## src/rtl/bfu_pkg.sv

```systemverilog
// Shared types, constants and fixed-point helpers for the boids flock update block.
// No dependencies; every other file in rtl/ imports this package.
package bfu_pkg;

    localparam int MAX_BOIDS_DEF = 1024;
    localparam int APB_AW        = 5;
    localparam int DIV_W         = 48;

    // register indexes (paddr[4:2])
    localparam logic [2:0] REG_ARENA_TOP    = 3'd0;
    localparam logic [2:0] REG_ARENA_BOTTOM = 3'd1;
    localparam logic [2:0] REG_ARENA_LEFT   = 3'd2;
    localparam logic [2:0] REG_ARENA_RIGHT  = 3'd3;
    localparam logic [2:0] REG_BIAS_VALUE   = 3'd4;
    localparam logic [2:0] REG_VISION       = 3'd5;
    localparam logic [2:0] REG_GUARD        = 3'd6;
    localparam logic [2:0] REG_BOID_COUNT   = 3'd7;

    localparam logic REQ_WRITE  = 1'b0;
    localparam logic REQ_UPDATE = 1'b1;

    localparam logic [1:0] GRP_RIGHT = 2'd1;
    localparam logic [1:0] GRP_LEFT  = 2'd2;

    // s16.15 constants
    localparam logic signed [31:0] TURN_F     = 32'sd6553;
    localparam logic signed [31:0] CENTER_F   = 32'sd16;
    localparam logic signed [31:0] AVOID_F    = 32'sd1638;
    localparam logic signed [31:0] MATCH_F    = 32'sd1638;
    localparam logic signed [31:0] SPEED_MAX  = 32'sd196608;
    localparam logic signed [31:0] SPEED_MIN  = 32'sd98304;
    localparam logic signed [31:0] POINT_FOUR = 32'sd13107;
    localparam logic signed [31:0] ONE_FIX    = 32'sd32768;
    localparam logic signed [31:0] WRAP_Y     = 32'sd15695872;
    localparam logic signed [31:0] WRAP_X     = 32'sd20938752;
    localparam logic [16:0]        BIAS_MAX   = 17'd327;
    localparam logic [16:0]        BIAS_MIN   = 17'd1;

    typedef struct packed {
        logic [1:0]         group;
        logic signed [31:0] vy;
        logic signed [31:0] vx;
        logic signed [31:0] y;
        logic signed [31:0] x;
    } boid_t;

    typedef struct packed {
        logic               start;
        logic signed [31:0] x;
        logic signed [31:0] y;
        logic signed [31:0] vis;
        logic signed [31:0] vis2;
        logic signed [31:0] grd2;
    } scan_cmd_t;

    typedef struct packed {
        logic signed [31:0] xs;
        logic signed [31:0] ys;
        logic signed [31:0] vxs;
        logic signed [31:0] vys;
        logic signed [31:0] cdx;
        logic signed [31:0] cdy;
    } scan_res_t;

    typedef enum logic [4:0] {
        S_IDLE, S_LOAD, S_SQV, S_SQG, S_SCST, S_SCAN, S_DIV, S_DIVW,
        S_C1, S_C2, S_C3, S_C4, S_C5, S_A1, S_A2, S_A3, S_EDGE,
        S_B1, S_B2, S_B3, S_SP1, S_SP2, S_LIM, S_VDIV, S_VDIVW,
        S_VMUL, S_VSTORE, S_MOVE, S_DONE
    } state_t;

    // s16.15 product: floor shift by 15, keep 32 bits
    function automatic logic signed [31:0] fmul(input logic signed [31:0] a,
                                                input logic signed [31:0] b);
        logic signed [63:0] p;
        p = a * b;
        return p[46:15];
    endfunction

    // wrapping absolute value
    function automatic logic signed [31:0] wabs(input logic signed [31:0] a);
        return a[31] ? 32'(-a) : a;
    endfunction

endpackage

```

## src/rtl/bfu_div.sv

```systemverilog
// Serial signed divider, one quotient bit per cycle, truncates toward zero.
// Depends on bfu_pkg (DIV_W).
module bfu_div (
    input  logic               clk,
    input  logic               rst_n,
    input  logic               start,
    input  logic signed [47:0] dividend,
    input  logic signed [31:0] divisor,
    output logic               done,
    output logic signed [31:0] quot
);
    import bfu_pkg::*;

    localparam int SW = $clog2(DIV_W);

    logic [DIV_W-1:0] num_reg;
    logic [31:0]      den_reg;
    logic [31:0]      rem_reg;
    logic             neg_reg;
    logic             busy_reg;
    logic             done_reg;
    logic [SW-1:0]    step_reg;
    logic [32:0]      rem_sh;
    logic [32:0]      rem_sub;
    logic             fits;

    always_comb
    begin
        rem_sh  = {rem_reg, num_reg[DIV_W-1]};
        rem_sub = rem_sh - {1'b0, den_reg};
        fits    = (rem_sh >= {1'b0, den_reg});
    end

    always_ff @(posedge clk or negedge rst_n)
    begin
        if (!rst_n)
        begin
            busy_reg <= 1'b0;
            done_reg <= 1'b0;
            step_reg <= '0;
        end
        else
        begin
            done_reg <= 1'b0;
            if (start)
            begin
                busy_reg <= 1'b1;
                step_reg <= '0;
            end
            else if (busy_reg)
            begin
                step_reg <= step_reg + 1'b1;
                if (step_reg == SW'(DIV_W - 1))
                begin
                    busy_reg <= 1'b0;
                    done_reg <= 1'b1;
                end
            end
        end
    end

    // magnitudes on start, quotient shifts in behind the dividend
    always_ff @(posedge clk)
    begin
        if (start)
        begin
            num_reg <= dividend[47] ? DIV_W'(-dividend) : DIV_W'(dividend);
            den_reg <= divisor[31] ? 32'(-divisor) : 32'(divisor);
            rem_reg <= '0;
            neg_reg <= dividend[47] ^ divisor[31];
        end
        else if (busy_reg)
        begin
            rem_reg <= fits ? rem_sub[31:0] : rem_sh[31:0];
            num_reg <= {num_reg[DIV_W-2:0], fits};
        end
    end

    assign done = done_reg;
    assign quot = neg_reg ? 32'(-num_reg[31:0]) : num_reg[31:0];

endmodule

```

## config.mk

```make
export PLATFORM = sky130hd
export DESIGN_NAME = bfu_div
export DESIGN_NICKNAME = d
export VERILOG_FILES = /design/src/rtl/bfu_pkg.sv /design/src/rtl/bfu_div.sv
export SDC_FILE = /design/constraint.sdc
export NUM_CORES = 1
export LEC_CHECK = 0
export BUFFER_PORTS_ARGS = -buffer_cell sky130_fd_sc_hd__buf_2
export CAP_MARGIN = 20
export CORE_ASPECT_RATIO = 0.8
export CORE_UTILIZATION = 59
export DETAILED_ROUTE_END_ITERATION = 12
export PLACE_DENSITY = 0.82
export SLEW_MARGIN = 20
export SYNTH_ARGS = -nofsm -noshare
export SYNTH_HDL_FRONTEND = slang
export SYNTH_SLANG_ARGS = --single-unit
```

## constraint.sdc

```tcl
create_clock -name clk -period 4 [get_ports clk]
set_clock_uncertainty 0.05 [all_clocks]
set_input_delay 0.8 -clock clk [delete_from_list [all_inputs] [get_ports clk]]
set_output_delay 0.8 -clock clk [all_outputs]
set_load 0.05 [all_outputs]
```

Yosys cells after proc, flatten, opt, wreduce, memory -nomap -nowiden
Index checks and enable logic that the tools add are counted.

Output and inout port bits: 33. Bits of input ports: 83. Register bits after elaboration: 121.

Equality and inequality tests: 1. Reduce and logical (&&, ||, !) cells: 1. Multiplexer cells: 14. Add/subtract/negate cells: 5. Order comparisons: 1. Bitwise logic cells: 1.

Operator list (count): 2-to-1 mux 48 bit (3); 2-to-1 mux 32 bit (2); negator 32 bit (2); negator 48 bit (1); greater-or-equal comparator 33 x 32 -> 1 bit (1); subtractor 32 bit (1); 2-to-1 mux 31 bit (1); 2-to-1 mux 6 bit (2); adder 6 x 1 -> 6 bit, second input constant (1); equality test 6 bit, second input constant (1); 2-to-1 mux 1 bit (6); nonzero test 2 bit (1); XOR 1 bit (1).

Longest topological paths before layout
Gate-level depths: netlist of the first run.

Depth in word-level cells: 4. Depth in mapped cells: 14.

Worst setup path before layout of the first run
Ideal clock, no wire load.

Path type: input to register. From: input port divisor[5]. To: register den_reg[29] (data pin). Setup slack: 231 ps. Arrival: 3461 ps. Path buffers: 0. Data required time: 3692 ps. Cell stages on the path: 10. Cells stage by stage: nor4_2 nand2_1 or4_4 or3_1 or4_4 or2_1 or4_4 nand2b_4 o31ai_4 xnor2_1.

Longest elaborated chain between the ends: 2.

Ends and longest elaborated chain: from (decl) (line bfu_div.sv:8) `input logic signed [31:0] divisor,`; negator 32 bit (line bfu_div.sv:68) `den_reg <= divisor[31] ? 32'(-divisor) : 32'(divisor);`; 2-to-1 mux 31 bit (line bfu_div.sv:68); to (signal assigned) (line bfu_div.sv:68); to (decl) (line bfu_div.sv:17) `logic [31:0] den_reg;`.

No other way between the ends. A chain may end at the register's enable or synchronous reset.

Worst setup path in the final report of the first run
From: register num_reg[1]. To: output port quot[26].

Longest elaborated chain between the ends: 2.

Ends and longest elaborated chain: from (decl) (line bfu_div.sv:16) `logic [DIV_W-1:0] num_reg;`; from (signal assigned) (line bfu_div.sv:67) `num_reg <= dividend[47] ? DIV_W'(-dividend) : DIV_W'(dividend);`; from (signal assigned) (line bfu_div.sv:75) `num_reg <= {num_reg[DIV_W-2:0], fits};`; negator 32 bit (line bfu_div.sv:80) `assign quot = neg_reg ? 32'(-num_reg[31:0]) : num_reg[31:0];`; 2-to-1 mux 32 bit (line bfu_div.sv:80); to (decl) (line bfu_div.sv:10) `output logic signed [31:0] quot`.

No other way between the ends.

==> flow_summary.json, run 1 <==
{
  "die_x_um": 136,
  "top_layer_used": "met4",
  "setup_tns_ns": -0.0754,
  "crit_required_ns": 3.15,
  "syn_inst": 926,
  "p_clk_frac": 0.353,
  "core-area_sq_mm": 0.0138,
  "ys_types": 55,
  "synth_area_sq_mm": 0.00848,
  "path_clk_slew_ns": 0.05,
  "outcome": "finished with violations",
  "numCtsBuffers": 17,
  "grt_max_degree": 67,
  "cp_cell_sequence": "inv_1 -> ha_2 -> nor2b_4 -> nand3_2 -> or3_4 -> nand2b_4 -> or4_4 -> o41ai_4 -> xnor2_1 -> buf_4",
  "worstPathArrival_ns": 3.23,
  "finalNonFillerCells": 1246,
  "wl_met3_um": 1110,
  "synth.avg_cell_area_sq_um": 9.15,
  "crit_slowest_cell": "or4_4",
  "wl_met1_um": 9250,
  "die-area_sq_mm": 0.0149,
  "synth_flop_cell": "edfxtp_1",
  "whs_ns": 0.168,
  "die_y_um": 109,
  "rsz0062_at_grt": "yes",
  "gr-total-overflow": 0,
  "grt_pass1_wl_um": 32800,
  "cp_num_buf_inv": 2,
  "slowest_delay_ns": 0.50,
  "dp_slack_ns": -0.0521,
  "nFillCells": 1041,
  "nets": 1174,
  "max_freq_mhz": 245,
  "drt_iter0_drc": 600,
  "antenna_found_initial": 0,
  "period_share": 1.02,
  "portBuffers": 115,
  "worst_slack_ns": -0.0754,
  "clock_latency_ns": 0.42,
  "num_rows": 38,
  "power.switching_mw": 1.43,
  "start_util": 0.615,
  "drive_above_1_share": 0.203,
  "root_buffer": "clkbuf_16",
  "wl_met2_um": 9490,
  "ys_warn_count": 0,
  "track_usage": 0.282,
  "finalHoldViolCount": 0,
  "cap_viol_max_count": 0,
  "wl_per_cell_um": 16.4,
  "wl_um": 20400,
  "synthArstFlopShare": 0.0661,
  "n_antenna_cell": 0,
  "crit_type": "reg -> out",
  "hold_class": "in -> async",
  "io_pins": 116,
  "cp_max_fo": 4,
  "drc": 0,
  "p_leak_nw": 4.13,
  "drt-vias-per-instance": 5.98,
  "yosys_register_bits": 121,
  "grt_pass1_vias": 6916,
  "maxSlewHeadroom": 0.463,
  "vias": 7454,
  "dp.cells": 1202,
  "setup_viol_count_final": 1,
  "largest_reg_flops": 48,
  "total_power_mw": 4.36,
  "endpoint_kind": "output pin",
  "clock_sinks": 121,
  "tightest_slew_ns": 0.806,
  "startpoint_type": "register",
  "h-tree-depth": 4,
  "first_pass_iters": 7,
  "cts_tree": "done",
  "internal_power_mw": 2.93,
  "ir_worst_vdd_uv": 380,
  "globalplace.congestion": 0.898,
  "p_seq_frac": 0.365,
  "hpwl_um": 13900,
  "switching_share": 0.327,
  "powerDensity_mw_per_mm2": 429,
  "power_frac_comb": 0.283,
  "areaGrowthSynthToFinish_pct": 19.9,
  "clockBufferDepth": 2,
  "critPathTopFamily": "simple AND/OR/NAND/NOR gates",
  "synth_edf_count": 81,
  "violations": "setup timing",
  "ant_nets": 0,
  "synth_fp_nets": 1046,
  "fin_crit_ns": 4.08,
  "synth-seq-area-share": 0.386,
  "slew_viol_final": 0
}
power by group through the flow:
| stage | clock network, mW | logic (mW) | registers [mW] |
|---|---|---|---|
| 6_report | 1.54 | 1.23 | 1.59 |
| 5_1_grt | 1.60 | 1.34 | 1.60 |
| 4_1_cts | 1.55 | 1.19 | 1.59 |
| 3_5_place_dp | 0 | 1.15 | 1.61 |
| 3_3_place_gp | 0 | 1.14 | 1.60 |
| 2_1_floorplan | 0 | 0.882 | 1.57 |
layer usage:
layer,vias up,track usage
met5,-,0
met4,0,0.129
met3,53,0.0521
met2,249,0.437
met1,3522,0.383
li1,3630,-
synthesized netlist by cell type, drive strengths merged, types with 2 or more instances:
master  instances  share of area
edfxtp         81           0.29
xor2           60          0.062
dfrtp           8          0.024
dfxtp          32          0.076
nor3            4         0.0024
o211ai          2         0.0018
nand4           7         0.0052
ha             36          0.053
nor2b           6         0.0044
a31oi           3         0.0022
clkbuf         34          0.015
or2             5         0.0037
o41ai          18          0.019
a22oi           6         0.0053
nor2           92          0.041
xnor2          78          0.081
o21ai          69          0.041
inv            48          0.021
a31o            2         0.0021
nor4           10         0.0089
o21a            5         0.0044
a21o           16          0.014
or3            13         0.0096
a21oi          79          0.047
buf             5         0.0034
a221o           2         0.0024
nand2          64          0.028
o21bai          5         0.0044
a211oi         24          0.021
nand2b         16          0.013
or4            19          0.019
mux2i          25          0.030
mux2            2         0.0027
and4            2         0.0021
o31ai          30          0.028
nand3           6         0.0035
and3            2         0.0015
cell type report:
type	instances	area, sq um	share of cell area
Clock buffer	24	502	0.0494
Clock inverter	7	90.1	0.00887
Inverter	48	180	0.0177
Multi-Input combinational cell	718	5020	0.494
Sequential cell	121	3270	0.322
Tap cell	180	225	0.0222
Timing Repair Buffer	148	866	0.0852
worst register-to-register path: cells and delay by family, from the launching register on:
family	cells	cell delay, ns
AOI/OAI and AO/OA	8	2.17
buffers and inverters	2	0.26
DFF	1	0.38
adders and majority gates	1	0.37
muxes	1	0.18
timing repair:
item	4_1_cts	5_1_grt
setup endpoints to repair	9	9
cloned	0	0
hold buffers	0	0
buffers inserted	2	10
gates resized for setup	18	17
pin swaps	0	3
final timing paths:
check                                            to                      from  cells after the start  slack [ns]
max in group asynchronous   step_reg[2]$_DFFE_PN0P_                     rst_n                      1        3.56
max                                        quot[26]      num_reg[1]$_DFFE_PP_                     10       -0.08
min                              busy_reg$_DFF_PN0_                     rst_n                      1        0.17
max reg2reg                rem_reg[13]$_SDFFE_PP0P_      den_reg[3]$_DFFE_PP_                     12        0.46
min reg2reg                rem_reg[21]$_SDFFE_PP0P_  rem_reg[21]$_SDFFE_PP0P_                      2        0.44
min in group clk           rem_reg[21]$_SDFFE_PP0P_  rem_reg[21]$_SDFFE_PP0P_                      2        0.44
cell usage in the layout, fill, tap and decap left out, types with 3 or more instances in the layout:
master,instances
a211oi_1,24
a21o_1,16
a21oi_1,79
a22oi_1,6
a31oi_1,3
buf_2,106
buf_4,40
clkbuf_16,17
clkbuf_8,5
clkinv_2,3
dfrtp_1,8
dfxtp_1,32
edfxtp_1,81
ha_1,35
inv_1,47
mux2i_1,25
nand2_1,64
nand2b_1,14
nand3_1,4
nand4_1,7
nor2_1,91
nor2b_1,5
nor3_1,3
nor4_1,7
nor4_2,3
o21a_1,5
o21ai_0,67
o21bai_1,5
o31ai_1,25
o31ai_4,4
o41ai_1,15
or2_2,4
or3_1,10
or3_4,3
or4_1,11
or4_4,8
xnor2_1,78
xor2_1,60
logic make-up after synthesis:
family | Yosys count | share of synthesized area
mux | 27 | 0.0322
xor+xnor | 138 | 0.143
fa+ha+maj | 37 | 0.0555
buf+inv | 87 | 0.0397
compound gates | 266 | 0.198
simple gates | 250 | 0.146
flops | 121 | 0.386
per-stage QoR:
step	area (sq um)	util
global placement	9300	0.675
floorplan	8480	-
detailed placement	9300	0.675
global route	10200	0.737
finish	10200	0.737
CTS	9980	0.724
No activity file was read; power rests on OpenSTA's default activity.
==> run 2, diff against run 1 <==
Settings changed: SETUP_SLACK_MARGIN from default to 0.2.
==> run 2 against run 1 <==
Compared with the run above: the run still ends with setup timing left; via count is 0.11% lower; sequential power barely moved; global-route usage about the same; non-clock buffer count up 2; total power rose by 0.10%; setup slack got worse by 0.019 ns; critical path depth unchanged; flip-flop and latch count unchanged; clock-buffer cell count is the same; hold slack about the same; critical path type unchanged.
==> flow_summary.json, run 2 (synthesized netlist as in run 1, its figures left out) <==
{
  "p_leak_nw": 4.15,
  "wl_per_cell_um": 16.5,
  "antenna_found_initial": 0,
  "path_clk_slew_ns": 0.05,
  "cts_tree": "done",
  "cp_cell_sequence": "inv_1 -> ha_2 -> nor2b_4 -> nand3_2 -> or3_4 -> nand2b_4 -> or4_4 -> o31ai_4 -> xnor2_1 -> buf_4",
  "num_rows": 38,
  "n_antenna_cell": 0,
  "vias": 7446,
  "grt_pass1_wl_um": 32800,
  "numCtsBuffers": 17,
  "dp_slack_ns": -0.0521,
  "fin_crit_ns": 4.09,
  "largest_reg_flops": 48,
  "grt_pass1_vias": 6903,
  "endpoint_kind": "output pin",
  "die-area_sq_mm": 0.0149,
  "design_area_sq_mm": 0.0102,
  "clockBufferDepth": 2,
  "setup_viol_count_final": 4,
  "mostFrequentLayoutCells": "105 x buf_2, 91 x nor2_1, 81 x edfxtp_1",
  "ir_worst_vdd_uv": 379,
  "root_buffer": "clkbuf_16",
  "start_util": 0.615,
  "worst_slack_ns": -0.0947,
  "tightest_slew_ns": 0.816,
  "gr-total-overflow": 0,
  "hold_class": "in -> async",
  "powerDensity_mw_per_mm2": 428,
  "cp_num_buf_inv": 2,
  "period_share": 1.02,
  "drc": 0,
  "max_freq_mhz": 244,
  "violations": "setup timing",
  "cap_viol_max_count": 0,
  "ctsHoldBuffers": 0,
  "drive_above_1_share": 0.208,
  "critPathTopFamily": "simple AND/OR/NAND/NOR gates",
  "maxSlewHeadroom": 0.456,
  "first_pass_iters": 5,
  "die_x_um": 136,
  "finalNonFillerCells": 1248,
  "globalplace.congestion": 0.898,
  "core-area_sq_mm": 0.0138,
  "areaGrowthSynthToFinish_pct": 20.3,
  "finish.utilization": 0.739,
  "r2r_setup_slack_ns": 0.47,
  "r2r_start": "den_reg[1]$_DFFE_PP_",
  "io_pins": 116,
  "slew_viol_final": 0,
  "clock_latency_ns": 0.42,
  "track_usage": 0.282,
  "r2r_cells": 12,
  "clock_sinks": 121,
  "dp.cells": 1202,
  "grt_max_degree": 67,
  "wl_um": 20600,
  "final_common_cell": "buf_2",
  "drt_iter0_drc": 598,
  "h-tree-depth": 4,
  "crit_start": "num_reg[1]$_DFFE_PP_",
  "finalHoldViolCount": 0,
  "ant_nets": 0,
  "crit_type": "reg -> out",
  "timing.rr.end": "rem_reg[14]$_SDFFE_PP0P_",
  "dpl_cell_area_sq_mm": 0.00930,
  "rsz0062_at_grt": "yes",
  "portBuffers": 115,
  "total_power_mw": 4.36,
  "crit_required_ns": 3.15,
  "cp_max_fo": 4,
  "worstPathArrival_ns": 3.24,
  "outcome": "finished with violations",
  "die_y_um": 109,
  "startpoint_type": "register",
  "slowest_delay_ns": 0.50,
  "drt-vias-per-instance": 5.97,
  "hpwl_um": 13900,
  "crit_slowest_cell": "or4_4",
  "nets": 1176
}
[run 2: worst reg2reg max path: cells and delay by family, from the launching register on]
kind | cells | cell delay (ns)
and+or+nand+nor | 1 | 0.17
buffers and inverters | 2 | 0.32
DFF | 1 | 0.42
AOI/OAI and AO/OA | 7 | 1.82
adders and majority gates | 1 | 0.28
muxes | 1 | 0.38
[run 2: through the flow]
| stage | TNS [ns] | hold WS, ns |
|---|---|---|
| global route | -0.795 | 0.178 |
| global placement | 0 | 0.422 |
| floorplan | 0 | 0.396 |
| CTS | -0.154 | 0.169 |
| finish | -0.269 | 0.168 |
| detailed placement | -0.0524 | 0.435 |
[run 2: worst max-delay path by stage]
stage,to,slack (ns),cells past startpoint
finish,quot[28],-0.09,10
global route,quot[26],-0.16,10
CTS,quot[26],-0.04,9
detailed placement,den_reg[29]$_DFFE_PP_,-0.05,11
global placement,den_reg[29]$_DFFE_PP_,0.02,11
floorplan,den_reg[29]$_DFFE_PP_,0.23,10
[run 2: repair_timing]
action | CTS | global route
pin swaps | 0 | 5
setup endpoints to repair | 9 | 11
gates resized for setup | 19 | 22
setup buffers | 2 | 12
[run 2: cell type report]
cell class	count	area [sq um]
clock buffer	24	502
clock inverter	7	90.1
timing repair buffer	150	883
sequential	121	3270
inverter	48	180
multi-input combinational	718	5040
fill	1025	3590
tap	180	225
[run 2: per-layer routing]
layer  vias up  global-route usage  wire length [um]
li1       3626                   -                 -
met1      3525               0.384              9350
met2       242               0.437              9590
met3        53              0.0511              1060
met4         0               0.129               600
met5         -                   0                 0
[run 2: where the power goes]
part	switching, mW	leakage (nW)	internal (mW)
Combinational	0.780	2.68	0.458
Clock	0.542	0.288	0.992
Sequential	0.108	1.18	1.48
==> run 3, diff against run 2 <==
Settings changed: CORE_UTILIZATION 59 to 50, PLACE_DENSITY 0.82 to 0.71.
==> run 3 against run 2 <==
Compared with the run above: the run still ends with setup timing left; die area rose by 18%; clock power fell by 3%; global-route usage fell by 4.2 points; combinational power barely moved; total power fell by 1.4%; critical path depth fell by 1.
==> flow_summary.json, run 3 (synthesized netlist as in run 1, its figures left out) <==
{
  "cp_max_fo": 4,
  "outcome": "finished with violations",
  "hold_class": "in -> async",
  "drt_iter0_drc": 550,
  "die_y_um": 118,
  "worstPathArrival_ns": 3.17,
  "grt_pass1_wl_um": 33700,
  "clockBufferDepth": 2,
  "ir_worst_vdd_uv": 286,
  "numCtsBuffers": 17,
  "grt_pass1_vias": 6778,
  "slew_viol_final": 0,
  "dp_slack_ns": -0.0371,
  "powerDensity_mw_per_mm2": 421,
  "nets": 1176,
  "drive_above_1_share": 0.209,
  "clock_latency_ns": 0.42,
  "drt-vias-per-instance": 5.63,
  "switching_share": 0.331,
  "p_seq_frac": 0.368,
  "slowest_delay_ns": 0.51,
  "h-tree-depth": 4,
  "antenna_found_initial": 0,
  "hpwl_um": 13900,
  "fin_crit_ns": 4.02,
  "gr-total-overflow": 0,
  "num_rows": 42,
  "cts_tree": "done",
  "internal_power_mw": 2.88,
  "r2r_start": "den_reg[3]$_DFFE_PP_",
  "endpoint_kind": "output pin",
  "met1_usage": 0.338,
  "die-area_sq_mm": 0.0175,
  "clock_sinks": 121,
  "power_frac_comb": 0.287,
  "globalplace.congestion": 0.925,
  "finalHoldViolCount": 0,
  "wl_um": 19800,
  "tightest_slew_ns": 0.728,
  "grt_busiest_layer": "met2",
  "vias": 7252,
  "timing.rr.end": "rem_reg[29]$_SDFFE_PP0P_",
  "io_pins": 116,
  "startpoint_type": "register",
  "worst_slack_ns": -0.0222,
  "p_leak_nw": 4.13,
  "largest_reg_flops": 48,
  "mostFrequentLayoutCells": "105 x buf_2, 91 x nor2_1, 81 x edfxtp_1",
  "drc": 0,
  "die_x_um": 148,
  "portBuffers": 115,
  "grt_util_met3": 0.0398,
  "grt_max_degree": 70,
  "crit_slowest_cell": "or4_4",
  "cp_cell_sequence": "or3_4 -> nor2_4 -> nand3_2 -> or3_4 -> nand2b_4 -> or4_4 -> o41ai_4 -> xnor2_1 -> buf_4",
  "final_common_cell": "buf_2",
  "cpMostUsedCell": "or3_4",
  "setup_viol_count_final": 1,
  "p_clk_frac": 0.345,
  "root_buffer": "clkbuf_16",
  "n_antenna_cell": 0,
  "crit_type": "reg -> out",
  "r2r_setup_slack_ns": 0.50,
  "path_clk_slew_ns": 0.05,
  "crit_required_ns": 3.15,
  "r2r_cells": 13,
  "grtUsageMet2": 0.365,
  "start_util": 0.512,
  "violations": "setup timing",
  "first_pass_iters": 5,
  "finish.utilization": 0.618,
  "areaGrowthSynthToFinish_pct": 20.7,
  "ctsHoldBuffers": 0,
  "track_usage": 0.240,
  "rsz0062_at_grt": "yes",
  "max_freq_mhz": 249,
  "ant_nets": 0,
  "cap_viol_max_count": 0,
  "power.switching_mw": 1.42,
  "maxSlewHeadroom": 0.514,
  "wl_per_cell_um": 15.4,
  "period_share": 1.01,
  "core-area_sq_mm": 0.0166
}
==> run 3: through the flow <==
stage / hold WS (ns) / setup TNS (ns) / total power [mW] / cell area (sq um) / cells
after floorplan: 0.396 / 0 / 2.46 / 8480 / 926
after global placement: 0.421 / 0 / 2.75 / 9370 / 1244
after detailed placement: 0.429 / -0.0371 / 2.76 / 9370 / 1244
after CTS: 0.166 / 0 / 4.30 / 10200 / 1286
after global routing: 0.165 / -0.233 / 4.51 / 10200 / 1289
final: 0.166 / -0.0222 / 4.30 / 10200 / 1289
==> run 3: worst max-delay path by stage <==
stage                                     from               endpoint  slack [ns]  cells after the start
after floorplan                     divisor[5]  den_reg[29]$_DFFE_PP_        0.23                     10
after global placement              divisor[5]  den_reg[29]$_DFFE_PP_        0.03                     11
after detailed placement            divisor[5]  den_reg[29]$_DFFE_PP_       -0.04                     11
after CTS                 num_reg[9]$_DFFE_PP_               quot[31]       0.004                     10
after global routing      num_reg[9]$_DFFE_PP_               quot[26]       -0.13                      9
final                     num_reg[9]$_DFFE_PP_               quot[26]       -0.02                      9
==> run 3: final cells by class <==
class,count,area [sq um]
fillers,1392,6320
multi-input cells,718,5050
clock buffers,22,464
flip-flops and latches,121,3270
repair buffers,150,883
clock inverters,10,103
well taps,220,275
inverters,48,180
==> run 3: critical path, delay by kind of cell (launching register included) <==
family | cells | cell delay, ns
simple gates | 6 | 1.71
buf+inv | 1 | 0.21
compound gates | 1 | 0.27
xor+xnor | 1 | 0.16
flops | 1 | 0.41
==> run 3: timing repair <==
item	CTS	global route
setup buffers	10	2
pin swaps	8	7
resized for setup	35	10
endpoints found under the setup margin	9	13
gates cloned	0	0
==> run 3: power groups by stage <==
stage / clock network (mW) / registers [mW] / logic, mW
floorplan: 0 / 1.57 / 0.882
global placement: 0 / 1.60 / 1.15
detailed placement: 0 / 1.60 / 1.16
CTS: 1.50 / 1.59 / 1.21
global route: 1.56 / 1.60 / 1.34
finish: 1.49 / 1.58 / 1.23
==> run 3: layer usage <==
metal | up-vias | wire length (um)
met5 | - | 0
met3 | 38 | 956
met4 | 0 | 470
li1 | 3632 | -
met2 | 210 | 8950
met1 | 3372 | 9430
